File: src/rtl/hsi_pkg.sv
// Package: payload types, constants and the per-stage datapath of the RGB to HSI pipeline.
`default_nettype none
package hsi_pkg;

    localparam int NUM_STAGES = 16;
    localparam int CORDIC_STEPS = 24;
    localparam int DIV_BITS = 10;

    localparam logic [30:0] SQRT3_Q30 = 31'd1859775393;
    localparam logic [19:0] INT_RECIP = 20'd877240;     // floor(2^28 / 306)
    localparam logic [8:0] INT_DIV = 9'd306;
    localparam logic [10:0] MILLI_MAX = 11'd1000;
    localparam logic [32:0] QUARTER_TURN = 33'h0_4000_0000;
    localparam logic [32:0] HALF_TURN = 33'h0_8000_0000;
    localparam logic [32:0] FULL_TURN = 33'h1_0000_0000;
    localparam logic [15:0] HUE_SCALE = 16'd36000;

    localparam logic [31:0] ATAN_TURNS [CORDIC_STEPS] = '{
        32'd536870912, 32'd316933406, 32'd167458907, 32'd85004756, 32'd42667331,
        32'd21354465, 32'd10679838, 32'd5340245, 32'd2670163, 32'd1335087,
        32'd667544, 32'd333772, 32'd166886, 32'd83443, 32'd41722, 32'd20861,
        32'd10430, 32'd5215, 32'd2608, 32'd1304, 32'd652, 32'd326, 32'd163, 32'd81
    };

    typedef struct packed {
        logic [7:0] red;
        logic [7:0] green;
        logic [7:0] blue;
    } hsi_in_t;

    typedef struct packed {
        logic [15:0] hue_centideg;
        logic [9:0]  saturation_milli;
        logic [9:0]  intensity_milli;
    } hsi_out_t;

    typedef struct packed {
        logic [7:0]         red;
        logic [7:0]         green;
        logic [7:0]         blue;
        logic [9:0]         sum;
        logic               x_neg;
        logic               y_neg;
        logic [20:0]        sat_rem;
        logic [10:0]        sat_den;
        logic [9:0]         sat_q;
        logic [18:0]        int_n;
        logic [10:0]        int_q;
        logic signed [43:0] cx;
        logic signed [43:0] cy;
        logic signed [33:0] cz;
        logic [32:0]        angle;
        logic [16:0]        hue_raw;
        hsi_out_t           res;
    } hsi_pipe_t;

    // Arithmetic right shift that rounds toward zero.
    function automatic logic signed [43:0] shift_tz(input logic signed [43:0] v, input int k);
        logic signed [43:0] mag;
        mag = v[43] ? -v : v;
        mag = mag >>> k;
        return v[43] ? -mag : mag;
    endfunction

    // Datapath of pipeline stage k, working on the register contents of stage k-1.
    function automatic hsi_pipe_t stage_fn(input logic [4:0] k, input hsi_pipe_t d);
        hsi_pipe_t q;
        logic [7:0] mn;
        logic signed [10:0] xs;
        logic signed [8:0] ys;
        logic [9:0] ax_mag;
        logic [7:0] ay_mag;
        logic [9:0] dif;
        logic [38:0] iprod;
        logic [18:0] irem;
        logic [10:0] iq;
        logic [20:0] dsh;
        int b;
        int it;
        logic signed [43:0] dx;
        logic signed [43:0] dy;
        logic signed [33:0] zc;
        logic [48:0] hprod;
        logic [9:0] sat;
        q = d;
        if (k == 5'd0) begin
            mn = d.red;
            if (d.green < mn) mn = d.green;
            if (d.blue < mn) mn = d.blue;
            q.sum = 10'(d.red) + 10'(d.green) + 10'(d.blue);
            xs = 11'(signed'({3'b0, d.red}) * 2) - signed'({3'b0, d.green})
                 - signed'({3'b0, d.blue});
            ys = signed'({1'b0, d.green}) - signed'({1'b0, d.blue});
            q.x_neg = xs[10];
            q.y_neg = ys[8];
            ax_mag = 10'(xs[10] ? -xs : xs);
            ay_mag = 8'(ys[8] ? -ys : ys);
            q.cx = signed'({4'b0, ax_mag, 30'b0});
            q.cy = signed'({5'b0, 39'(ay_mag) * 39'(SQRT3_Q30)});
            q.cz = '0;
            dif = q.sum - 10'(11'(mn) * 11'd3);
            q.sat_rem = 21'(dif) * 21'd2000 + 21'(q.sum);
            q.sat_den = {q.sum, 1'b0};
            q.sat_q = '0;
            q.int_n = 19'(q.sum) * 19'd400 + 19'd153;
        end else begin
            if (k == 5'd1) begin
                iprod = 39'(d.int_n) * 39'(INT_RECIP);
                q.int_q = iprod[38:28];
            end
            if (k == 5'd2) begin
                irem = d.int_n - 19'(d.int_q) * 19'(INT_DIV);
                iq = d.int_q;
                if (irem >= 19'(INT_DIV)) iq = iq + 11'd1;
                if (iq > MILLI_MAX) iq = MILLI_MAX;
                q.int_q = iq;
            end
            // one quotient bit per stage, most significant first
            if (k <= 5'(DIV_BITS)) begin
                b = DIV_BITS - int'(k);
                dsh = 21'(d.sat_den) << b;
                if (d.sat_rem >= dsh) begin
                    q.sat_rem = d.sat_rem - dsh;
                    q.sat_q = d.sat_q | (10'd1 << b);
                end
            end
            // two vectoring iterations per stage
            if (k <= 5'(CORDIC_STEPS / 2)) begin
                for (int j = 0; j < 2; j++) begin
                    it = 2 * (int'(k) - 1) + j;
                    dx = shift_tz(q.cy, it);
                    dy = shift_tz(q.cx, it);
                    if (!q.cy[43]) begin
                        q.cx = q.cx + dx;
                        q.cy = q.cy - dy;
                        q.cz = q.cz + signed'({2'b0, ATAN_TURNS[it]});
                    end else begin
                        q.cx = q.cx - dx;
                        q.cy = q.cy + dy;
                        q.cz = q.cz - signed'({2'b0, ATAN_TURNS[it]});
                    end
                end
            end
            if (k == 5'(CORDIC_STEPS / 2 + 1)) begin
                zc = d.cz;
                if (zc[33]) zc = '0;
                if (zc > signed'({1'b0, QUARTER_TURN})) zc = signed'({1'b0, QUARTER_TURN});
                if (!d.x_neg && !d.y_neg) q.angle = zc[32:0];
                else if (d.x_neg && !d.y_neg) q.angle = HALF_TURN - zc[32:0];
                else if (d.x_neg) q.angle = HALF_TURN + zc[32:0];
                else q.angle = FULL_TURN - zc[32:0];
            end
            if (k == 5'(CORDIC_STEPS / 2 + 2)) begin
                hprod = 49'(d.angle) * 49'(HUE_SCALE) + 49'(HALF_TURN);
                q.hue_raw = hprod[48:32];
            end
            if (k == 5'(NUM_STAGES - 1)) begin
                sat = d.sat_q;
                if (sat > MILLI_MAX[9:0]) sat = MILLI_MAX[9:0];
                if (d.sum == '0) sat = '0;
                q.res.saturation_milli = sat;
                q.res.intensity_milli = d.int_q[9:0];
                if (sat == '0 || d.hue_raw >= 17'(HUE_SCALE)) q.res.hue_centideg = '0;
                else q.res.hue_centideg = d.hue_raw[15:0];
            end
        end
        return q;
    endfunction

endpackage
`default_nettype wire

File: src/rtl/hsi_pipe_ctrl.sv
// Valid tracking and per-stage load enables for the HSI pipeline, with bubble collapse.
`default_nettype none
module hsi_pipe_ctrl
    import hsi_pkg::*;
(
    input  wire logic                  aclk,
    input  wire logic                  aresetn,
    input  wire logic                  s_valid,
    output logic                       s_ready,
    output logic                       m_valid,
    input  wire logic                  m_ready,
    output logic [NUM_STAGES-1:0]      stage_en
);

    logic [NUM_STAGES-1:0] valid_reg;
    logic [NUM_STAGES-1:0] valid_next;

    // a stage may load when it is empty or its item moves on
    always_comb begin
        stage_en[NUM_STAGES-1] = !valid_reg[NUM_STAGES-1] || m_ready;
        for (int k = NUM_STAGES - 2; k >= 0; k--) begin
            stage_en[k] = !valid_reg[k] || stage_en[k+1];
        end
        valid_next = valid_reg;
        if (stage_en[0]) valid_next[0] = s_valid;
        for (int k = 1; k < NUM_STAGES; k++) begin
            if (stage_en[k]) valid_next[k] = valid_reg[k-1];
        end
    end

    always_ff @(posedge aclk) begin
        if (!aresetn) begin
            valid_reg <= '0;
        end else begin
            valid_reg <= valid_next;
        end
    end

    assign s_ready = stage_en[0];
    assign m_valid = valid_reg[NUM_STAGES-1];

endmodule
`default_nettype wire

File: config.mk
export PLATFORM = sky130hd
export DESIGN_NAME = hsi_pipe_ctrl
export DESIGN_NICKNAME = d
export VERILOG_FILES = /design/src/rtl/hsi_pkg.sv /design/src/rtl/hsi_pipe_ctrl.sv
export SDC_FILE = /design/constraint.sdc
export NUM_CORES = 1
export LEC_CHECK = 0
export BUFFER_PORTS_ARGS = -buffer_cell sky130_fd_sc_hd__buf_4
export CELL_PAD_IN_SITES_DETAIL_PLACEMENT = 0
export CELL_PAD_IN_SITES_GLOBAL_PLACEMENT = 1
export CORE_UTILIZATION = 35
export CTS_CLUSTER_SIZE = 12
export DETAILED_ROUTE_END_ITERATION = 8
export GPL_ROUTABILITY_DRIVEN = 0
export PLACE_DENSITY = 0.81
export SETUP_SLACK_MARGIN = 0.05
export SLEW_MARGIN = 0
export SYNTH_ARGS = -nofsm -noshare
export SYNTH_HDL_FRONTEND = slang
export SYNTH_SLANG_ARGS = --single-unit
File: constraint.sdc
create_clock -name aclk -period 2.82 [get_ports aclk]
set_input_delay 0.846 -clock aclk [delete_from_list [all_inputs] [get_ports aclk]]
set_output_delay 0.846 -clock aclk [all_outputs]
set_load 0.01 [all_outputs]
==> results of run 1 <==
==> worst min path at each step <==
| stage | cells past startpoint | endpoint | start | slack (ps) |
|---|---|---|---|---|
| 2_1_floorplan | 2 | valid_reg[14] | valid_reg[13] | 430 |
| 3_3_place_gp | 2 | valid_reg[14] | valid_reg[13] | 450 |
| 3_5_place_dp | 2 | valid_reg[14] | valid_reg[13] | 460 |
| 4_1_cts | 2 | valid_reg[14] | valid_reg[13] | 480 |
| 5_1_grt | 2 | valid_reg[14] | valid_reg[13] | 510 |
| 6_report | 2 | valid_reg[14] | valid_reg[13] | 470 |
==> synthesized netlist by cell type, drive strengths merged <==
| cell type | count |
|---|---|
| and4 | 4 |
| o21a | 5 |
| nor4 | 2 |
| o31ai | 3 |
| buf | 5 |
| inv | 5 |
| dfxtp | 16 |
| o21ai | 2 |
| a21oi | 3 |
| nand3 | 8 |
| and2 | 1 |
| and4b | 1 |
| a41oi | 1 |
| nor2 | 8 |
| nand2 | 13 |
| nor2b | 1 |
| nand4 | 9 |
| nor3 | 1 |
| clkbuf | 2 |
==> routing by layer <==
layer  global-route usage  up-vias
met3              0.03333        2
met4              0.08333        0
met2               0.2213       18
li1                     -      360
met1               0.2104      314
met5                    0        -
==> power breakdown <==
group	leakage (nW)	internal, mW	switching (mW)
Clock	0.0210	0.0785	0.0697
Combinational	0.180	0.00461	0.00601
Sequential	0.129	0.228	0.00240
==> metrics by stage <==
stage,hold WS (ps),instances,utilization,instance area [um2]
2_1_floorplan,429.6,90,-,745.7
3_3_place_gp,454.4,133,0.4564,904.6
3_5_place_dp,455.6,133,0.4564,904.6
4_1_cts,478.4,137,0.4747,940.9
5_1_grt,508.5,137,0.4754,942.2
6_report,469.8,137,0.4754,942.2
==> cell families (layout without fill, tap and decap cells) <==
group	count (synthesis)	count (layout)	share of synthesized area
buffers and inverters	12	32	0.09229
and+or+nand+nor	48	48	0.3423
DFF	16	16	0.4295
AOI/OAI and AO/OA	14	14	0.1359
==> cell type report <==
cell class                 instances  area [um2]  area share
multi-input combinational         62       357.8      0.3798
sequential                        16       320.3      0.3400
timing repair buffer              23       172.7      0.1833
clock buffer                       4       36.28     0.03851
tap                               27       33.78     0.03586
inverter                           5       21.27     0.02258
==> worst max-delay path: stages <==
cell,delay (ps)
buf_4,110
and4b_2,320
and4_4,300
nand4_1,110
buf_4,170
==> cells in the final DEF (no fill, tap or decap), types with 3 or more instances in the layout <==
master	n
buf_4	23
dfxtp_1	16
nand2_1	13
nand4_1	9
nand3_1	8
nor2_1	8
o21a_1	5
inv_1	3
o31ai_1	3
a21oi_1	3
clkbuf_4	3
==> timing repair <==
action / 4_1_cts / 5_1_grt
endpoints found under the setup margin: 0 / 2
gates resized for setup: 0 / 1
hold endpoints to repair: 0 / 0
==> metrics list, run 1 <==
* Netlist area before placement: 745.7 um2
* Final setup margin: between 100 and 150 ps
- 0 antenna diodes ended up in the layout.
- Number of violations reported at the end of detailed-routing iteration 0: 8
* Critical path class: in -> out
- In the finished design, the share of the clock period the worst path needs comes to 0.9551.
- Counting every instance in the synthesized netlist gives 90.
- Clock tree from TritonCTS: done
* Synthesis warning total: 0
- When the netlist entered floorplanning its net count stood at 94.
- The number of hold violations in the final report was 0.
- Post-route DRC violation count: 0
- In this run the clock root is driven by a clkbuf_4.
* Met2 wire length: ~700 um
- The floorplan step set the die width to about 48 um.
* Post-Route Setup TNS: 0 ps
- In this run, distinct cell masters in the synthesized netlist total 24.
- Clock latency on the worst-skew pair, taken at its later pin, is around 280 ps.
- Pre-CTS setup slack: between 100 and 150 ps
- Wire segments on met3 add up to 61 um in the final route.
* First-pass GRT wire length: around 2.4 mm
* Max FFs per register: 16
- Layout cells sized above 1: 0.3091
- Leading area contributor after synthesis: dfxtp_1
- Time the final worst path needs with I/O delays and setup: approximately 2700 ps
* Critical path launch point: m_ready
- Via count: approximately 700
* Initial Utilization: 0.3763
* Reg2Reg Capture Point: valid_reg[2]
* Layout filler cell count: slightly below 200
* Yosys top cell area share: 0.4295
- Of the synthesized area, sequential elements account for 0.4295.
- Final global-route overflow total: 0
* Worst endpoint required time: just under 2000 ps
* Post-detailed-route count of antenna-violating nets: 0
- Hold repair after CTS inserted 0 buffers.
- Largest cells by area after synthesis: dfxtp_1 (43%), nand4_1 (7.6%), nand2_1 (6.5%), nand3_1 (5.4%), o21a_1 (5.0%)
- Input and output buffers added on the ports amount to 21.
- Flops & latches, synth: 16
* Maximum fanout count along the critical path: 8
* Relative slew margins: 0.8049
* Clock buffers created by TritonCTS: 3
- Entering global routing, the biggest net connects 17 pins.
* Start of the worst register-to-register path: valid_reg[14]
- The flow ran to the end, and the final reports show no timing, DRC or antenna violations.
* Depth of the most critical reg-to-reg path: 5
* Detailed-routing iteration count for the pre-antenna-repair pass: 4
- Highest Clock Rate: between 300 and 400 MHz
- Layout-stage area growth over the synthesis result: 26.34%
- Once the clock tree was built, the setup fixing pass inserted 0 buffers.
- In the final routing, the length of wire on met1 measures just under 800 um.
* Leakage component of the power: about 0.33 nW
* IO Pins: 22
- The clock net in this run drives a total of 16 sinks.
- Startpoint kind of the worst setup timing path: input port
- In the global route stage, overall resource usage came out at 0.1530.
- Total power after layout: 0.3893 mW
- Worst reg-to-reg setup slack: between 1000 and 1500 ps
* Deepest clock path buffer count: 2
- End point of the critical path: stage_en[4]
- The clock arrives with roughly 1.5 ps of skew.
- The number of antenna violations at the first check in global routing was 0.
* Vias in the first global route: approximately 570
* Core area: between 1500 and 2000 um2
- IR analysis of the VDD net gives a maximum drop of approximately 0.19 mV.
* Power per cell area: slightly above 400 nW/um2
- Clock slew at reported path FFs: 90 ps
* Sum of routed wire length over all layers: around 1.6 mm
- Setup violations remaining at the end of the flow were counted as 0.
* Die area: ~2300 um2
- A synthesized cell averages approximately 8.3 um2.
* Standard-cell rows: 16
* Max-cap violation count: 0
* Die Y: approximately 48 um
* Dpl hpwl: about 1.2 mm
- Per-cell routed wire length: about 11 um
* Unrepaired setup endpoints after global routing: no
* Final-report max-slew violation count: 0
- The path class of the tightest hold or removal check is reg -> reg.
- Actual transition at the worst max-transition pin: 290.0 ps
- In the routed layout, each cell is associated on average with a via count of approximately 5.1.
- Topmost layer with routed signal wires: met4
- Worst setup EP type: output pin
- Data arrives at the worst endpoint at ~1900 ps.
* CTS H-Tree Depth: 1
- Layout net count: approximately 120
No activity file was read; power rests on OpenSTA's default activity.
==> run 2, diff against run 1 <==
--- a/config.mk
+++ b/config.mk
@@ -12,7 +12,7 @@
 export CTS_CLUSTER_SIZE = 12
 export DETAILED_ROUTE_END_ITERATION = 8
 export GPL_ROUTABILITY_DRIVEN = 0
-export PLACE_DENSITY = 0.81
+export PLACE_DENSITY = 0.76
 export SETUP_SLACK_MARGIN = 0.05
 export SLEW_MARGIN = 0
 export SYNTH_ARGS = -nofsm -noshare
==> run 2 against run 1 <==
  * Global-route usage rose by 1.1 points
  * Count of clock-buffer cells in the layout decreased by 1
  * Total power decreased by 8.3%
  * Critical endpoint is now s_ready
  * Setup slack worse by 0.76 ps
  * Largest cell class unchanged
  * Sequential share of layout area increased by 0.79 points
  * Via count increased by 2.4%
==> metrics list, run 2 (synthesis gave the netlist of run 1 again) <==
- The power consumption is 0.3571 mW (-8.3%).
* Detailed-routing iteration count for the pre-antenna-repair pass: 4 (unchanged)
- Final-report max-slew violation count: 0 (unchanged)
* Standard-cell rows: 16 (unchanged)
- First-pass GRT wire length: 2.594 mm (+6.5%)
- Layout cells sized above 1: 0.2963 (-0.01279)
- The part of the cycle the worst path needs was 0.9554 (about the same).
- The maximum level of the CTS H-tree came to 1 (unchanged).
- Unrepaired setup endpoints after global routing: no
* Count of final hold-check violations: 0 (unchanged)
* Critical path class: in -> out
* Number of setup violations in the final report: 0 (unchanged)
* Pre-CTS setup slack: 103.9 ps (+3.089 ps)
* Arrival time of the worst setup path: 1850 ps (about the same)
- Post-route DRC violation count: 0 (unchanged)
- Via count: 711 (+2.4%)
- The transition time of the tightest slew-check pin came to 286.2 ps (-3.810 ps).
- The final net count was 114 (-0.87%).
* Layout filler cell count: 221 (+12%)
- IO Pins: 22 (unchanged)
- Clock tree synthesis selected as its root buffer the cell clkbuf_4.
- Post-CTS repair timing setup buffer count: 0 (unchanged)
- The fraction of the core area covered by cells at the end of the flow is 0.4646 (-0.01073).
- The maximum root-to-sink buffer count came to 2 (unchanged).
- Peak ir drop on the vdd network: 0.1877 mV (-1.6%)
- The maximum frequency from static timing analysis is 371.2 MHz (about the same).
- The largest net degree at the start of global routing is 17 (unchanged).
- Commonest non-fill, non-tap cell in the layout: buf_4
* Initial antenna violation count: 0 (unchanged)
- The final routed wire length divided by cell count came to 12.40 um (+9.3%).
* PortBufs: 21 (unchanged)
- The overall die area was 2319 um2 (unchanged).
- Via density per instance: 5.267 (+4.0%)
- The worst setup skew after layout came to 7.109 ps (+5.612 ps).
* Highest-count cells in the layout ignoring fill and taps: buf_4 (22), dfxtp_1 (16), nand2_1 (13), nand4_1 (9)
- The post-CTS clock slew at the launch and capture registers of the worst setup and hold paths came to 80 ps (about the same).
- TritonCTS built the clock tree.
* Core area: 1982 um2 (unchanged)
* Total met3 wirelength after detailed routing: 82 um (+34%)
- Area occupied by multi-input gates: 357.8 um2 (unchanged)
- The run finished with clean final reports.
* Die Y: 48.16 um (unchanged)
* Max FFs per register: 16 (unchanged)
* Max-cap violation count: 0 (unchanged)
* Worst endpoint required time: 1970 ps (about the same)
- The leakage power of the design is 0.3174 nW (-3.8%).
* Met2 wire length: 810 um (+16%)
- Final global-route overflow total: 0 (unchanged)
* Time the final worst path needs with I/O delays and setup: 2694 ps (+0.7610 ps)
- Post-Route Setup TNS: 0 ps (unchanged)
- Power per cell area: 387.7 nW/um2 (-6.2%)
- Worst setup EP type: output pin
- The clock latency on the worst-skew pair came to 280 ps (about the same).
* Register Area: 320.3 um2 (unchanged)
- Final setup margin: 125.8 ps (-0.7610 ps)
* Topmost layer with routed signal wires: met3
- The aggregate global-route resource usage was 0.1645 (+0.01148).
* Layout-stage area growth over the synthesis result: 23.49%
- Clock buffers created by TritonCTS: 3 (unchanged)
- Number of hold-repair buffers added at the cts stage: 0 (unchanged)
* Die width: 48.16 um (unchanged)
* Dpl hpwl: 1.260 mm (+9.3%)
* Relative slew margins: 0.8089 (+0.004062)
- The worst setup path is launched from an input port.
- The worst hold path belongs to the class reg -> reg.
- Number of antenna repair diodes: 0 (unchanged)
- Post-detailed-route count of antenna-violating nets: 0 (unchanged)
- Initial Utilization: 0.3763 (unchanged)
* Maximum fanout count along the critical path: 5 (-3)
- Sum of routed wire length over all layers: 1.674 mm (+7.7%)
* Vias in the first global route: 579 (+0.87%)
- The routed length on met1 came to 781 um (+0.26%).
- The violation count after the first detailed-route iteration was 14 (+6).
- Sink Count: 16 (unchanged)
[run 2: cell types whose count changed in the layout (fill, tap and decap cells not counted)]
cell | before | now
buf_4 | 23 | 22
clkbuf_8 | 1 | 0
[run 2: worst paths after layout]
check	depth (start not counted)	from	slack, ps	endpoint
worst max-delay path	5	m_ready	130	s_ready
worst min-delay path	2	valid_reg[0]	480	valid_reg[1]
worst max register to register	5	valid_reg[14]	1440	valid_reg[2]
worst min register to register	2	valid_reg[0]	480	valid_reg[1]
[run 2: where the power goes]
part / switching (mW) / leakage [nW] / internal (mW)
clock network: 0.0664 / 0.0138 / 0.0496
registers: 0.00244 / 0.129 / 0.228
logic: 0.00598 / 0.174 / 0.00462
total: 0.0748 / 0.317 / 0.282
[run 2: final cells by class]
class,count,area share
Sequential cell,16,0.3478
Tap cell,27,0.03668
Inverter,5,0.02310
Multi-Input combinational cell,62,0.3886
Timing Repair Buffer,22,0.1793
Clock buffer,3,0.02446
[run 2: per-stage QoR]
| step | hold slack (ps) | instance area [um2] | std cells |
|---|---|---|---|
| finish | 483.3 | 920.9 | 135 |
| global route | 509.1 | 920.9 | 135 |
| CTS | 488.6 | 919.6 | 135 |
| detailed placement | 478.3 | 897.1 | 132 |
| global placement | 457.7 | 897.1 | 132 |
| floorplan | 429.6 | 745.7 | 90 |
[run 2: worst max-delay path: stages]
cell	delay (ps)
buf_4	110
and4b_2	320
and4_4	270
nand4_1	130
buf_4	170
[run 2: timing repair]
action                                  in CTS  in global routing
hold endpoints to repair                     0                  0
gates resized for setup                      0                  1
endpoints found under the setup margin       0                  3
[run 2: routing by layer]
layer,GRT usage,vias to the layer above
li1,-,361
met1,0.2172,334
met2,0.2533,16
met3,0.06667,0
met4,0.03333,0
met5,0,-
==> run 3, diff against run 2 <==
==> constraint.sdc (replaced) <==
create_clock -name aclk -period 2.63 [get_ports aclk]
set_input_delay 0.789 -clock aclk [delete_from_list [all_inputs] [get_ports aclk]]
set_output_delay 0.789 -clock aclk [all_outputs]
set_load 0.01 [all_outputs]
==> run 3 against run 2 <==
  * Critical path type unchanged
  * Cell count up 1.5%
  * Count of clock-buffer cells in the layout unchanged
  * Total power up 9.6%
  * Worst hold slack better by 1.9 ps
  * Register-to-register slack worse by 180 ps
  * Non-clock buffer count up 2
  * Combinational power up 12%
  * Global-route usage up 0.077 points
  * First-iteration DRC count down 57%
  * Via count up 1.4%
==> metrics list, run 3 (synthesis gave the netlist of run 1 again) <==
- The violation count after the first detailed-route iteration was 6 (-8).
- The antenna cell count was 0 (unchanged).
- Setup repair after global routing could not meet its margin everywhere.
* Sink Count: 16 (unchanged)
- By startpoint and endpoint, the worst setup path is classified as in -> out.
- Clock slew at reported path FFs: 100 ps (+20 ps)
- The final routed wire length divided by cell count was 12.27 um (-1.0%).
- Fraction of the core area covered by cells at the end of the flow: 0.4785 (+0.01389)
- The tightest min-delay check is of the reg -> reg type.
* Initial antenna violation count: 0 (unchanged)
- The number of logic stages on the critical path including buffering came to 5 (unchanged).
- Leaving out fill and tap cells, the most frequent cell in the layout is buf_4.
- GR Util All Layers: 0.1653 (+0.0007651)
- Arrival time of the worst setup path: 1760 ps (-90 ps)
* Clock latency at the later pin of the worst-skew pair: 290 ps (about the same)
* Root cell of the clock tree: clkbuf_4
- Post-detailed-route count of antenna-violating nets: 0 (unchanged)
* Maximum fanout count along the critical path: 8 (+3)
- Layout cells sized above 1: 0.3182 (+0.02189)
* Highest Clock Rate: ~400 MHz
* Count of final hold-check violations: 0 (unchanged)
- The transition time of the tightest slew-check pin was 296.6 ps (+10.40 ps).
* Dpl hpwl: 1.237 mm (-1.9%)
* First-pass GRT wire length: 2.615 mm (+0.81%)
- The required time of the worst setup path is 1840 ps (-130 ps).
- After layout, the minimum clock period comes to about 2600 ps.
* Peak ir drop on the vdd network: 0.1834 mV (-2.3%)
- Post-Route Setup TNS: 0 ps (unchanged)
- Power per cell area: 412.5 nW/um2 (+6.4%)
- Worst setup EP type: output pin
- CTS H-Tree Depth: 1 (unchanged)
- Buffering stage count on the worst path with inverters included: 2 (unchanged)
- The number of top-level pins came to 22 (unchanged).
- The final net count was 116 (+1.8%).
- The max-slew violation total from the final report was 0 (unchanged).
- Outcome: completed
- Cell-by-cell trace of the critical path: buf_6 -> and4b_2 -> and4_4 -> nand4_1 -> buf_4
* Crit share post-route: 0.9699
* Number of setup violations in the final report: 0 (unchanged)
* Reg2Reg Capture Point: valid_reg[2]
- The worst setup slack for register-to-register paths came to 1260 ps (-180 ps).
- Compared with the post-synthesis result, the final layout area differs by 27.18%.
* Die width: 48.16 um (unchanged)
- The cell depth of the worst flop-to-flop path was 5 (unchanged).
- Cell with the largest stage delay on the worst path: and4b_2
* Core area: 1982 um2 (unchanged)
- The post-detailed-route DRC marker count is 0 (unchanged).
- Standard-cell rows: 16 (unchanged)
* Max stage delay on crit path: 310 ps (about the same)
* Clock tree from TritonCTS: done
- Relative slew margins: 0.8020 (-0.006939)
- In this run the critical register-to-register path is launched from valid_reg[14].
- Deepest clock path buffer count: 2 (unchanged)
* Die area: 2319 um2 (unchanged)
- The max-capacitance violation count came to 0 (unchanged).
- The largest net degree at the start of global routing is 17 (unchanged).
- Final global-route overflow total: 0 (unchanged)
- Clock buffers created by TritonCTS: 3 (unchanged)
* Startpoint kind of the worst setup timing path: input port
- Detailed-routing iteration count for the pre-antenna-repair pass: 4 (unchanged)
* Layout filler cell count: 212 (-4.1%)
- The starting density of the core was 0.3763 (unchanged).
- The final wirelength is 1.681 mm (+0.42%).
* Max FFs per register: 16 (unchanged)
- The hold path depth was 2 (unchanged).
- In this run the most critical hold path is launched from valid_reg[0].
* Via count: 721 (+1.4%)
- The die height is 48.16 um (unchanged).
- For hold timing, the worst endpoint is valid_reg[1].
* Worst setup skew after layout: 4.945 ps (-2.164 ps)
- Via density per instance: 5.263 (about the same)
- Delay-heaviest family, CP: simple AND/OR/NAND/NOR gates
* Highest-count cells in the layout ignoring fill and taps: buf_4 (22), dfxtp_1 (16), nand2_1 (13), nand4_1 (9), nor2_1 (8)
- Leakage component of the power: 0.3314 nW (+4.4%)
* Vias in the first global route: 591 (+2.1%)
- PortBufs: 21 (unchanged)
[run 3: cell count changes in the layout (fill, tap and decap cells not counted)]
cell / before / now
nand3_2: 0 / 1
nand3_1: 8 / 7
buf_6: 0 / 2
[run 3: per-layer routing]
metal  vias to the layer above  wire length, um  part of all wire  global-route usage
li1                        367                -                 -                   -
met5                         -                0                 0                   0
met3                         4               60             0.036             0.04444
met2                        14              786              0.47              0.2587
met1                       336              817              0.49              0.2149
met4                         0               16            0.0095             0.06667
[run 3: worst reg2reg max path: stages, from the launching register on]
cell and delay, ps:
dfxtp_1 380, and4b_2 290, buf_4 170, inv_4 50, nor4_1 300, o21a_1 140
[run 3: area by class of cell]
type,count,area [um2],share of cell area
multi-input combinational,62,362.8,0.3826
sequential,16,320.3,0.3377
clock buffer,3,22.52,0.02375
inverter,5,21.27,0.02243
timing repair buffer,24,187.7,0.1979
tap,27,33.78,0.03562
[run 3: timing repair]
action,4_1_cts,5_1_grt
setup endpoints to repair,7,6
pin swaps,0,0
endpoints found under the hold margin,0,0
buffers inserted,1,1
hold buffers,0,0
resized for setup,1,3
[run 3: where the power goes]
part           switching [mW]  internal [mW]  total (mW)
clock                  0.0789         0.0532       0.132
combinational         0.00648        0.00544      0.0119
sequential            0.00265          0.245       0.247
total                  0.0880          0.303       0.391
[run 3: worst max-delay path by stage]
stage | startpoint | endpoint | slack [ps]
2_1_floorplan | m_ready | stage_en[0] | 70
3_3_place_gp | m_ready | stage_en[7] | 50
3_5_place_dp | m_ready | stage_en[7] | 20
4_1_cts | m_ready | stage_en[7] | 60
5_1_grt | m_ready | s_ready | 20
6_report | m_ready | stage_en[7] | 80
[run 3: stage by stage]
stage,std cells,worst slack [ps],power [mW],area [um2],hold WS [ps]
after floorplan,90,73.20,0.2592,745.7,429.6
after CTS,136,59.41,0.3941,928.4,490.0
final,137,79.22,0.3912,948.4,485.2
after detailed placement,132,23.15,0.2644,897.1,478.3
after global placement,132,47.04,0.2642,897.1,457.7
after global routing,137,19.90,0.4038,948.4,509.9
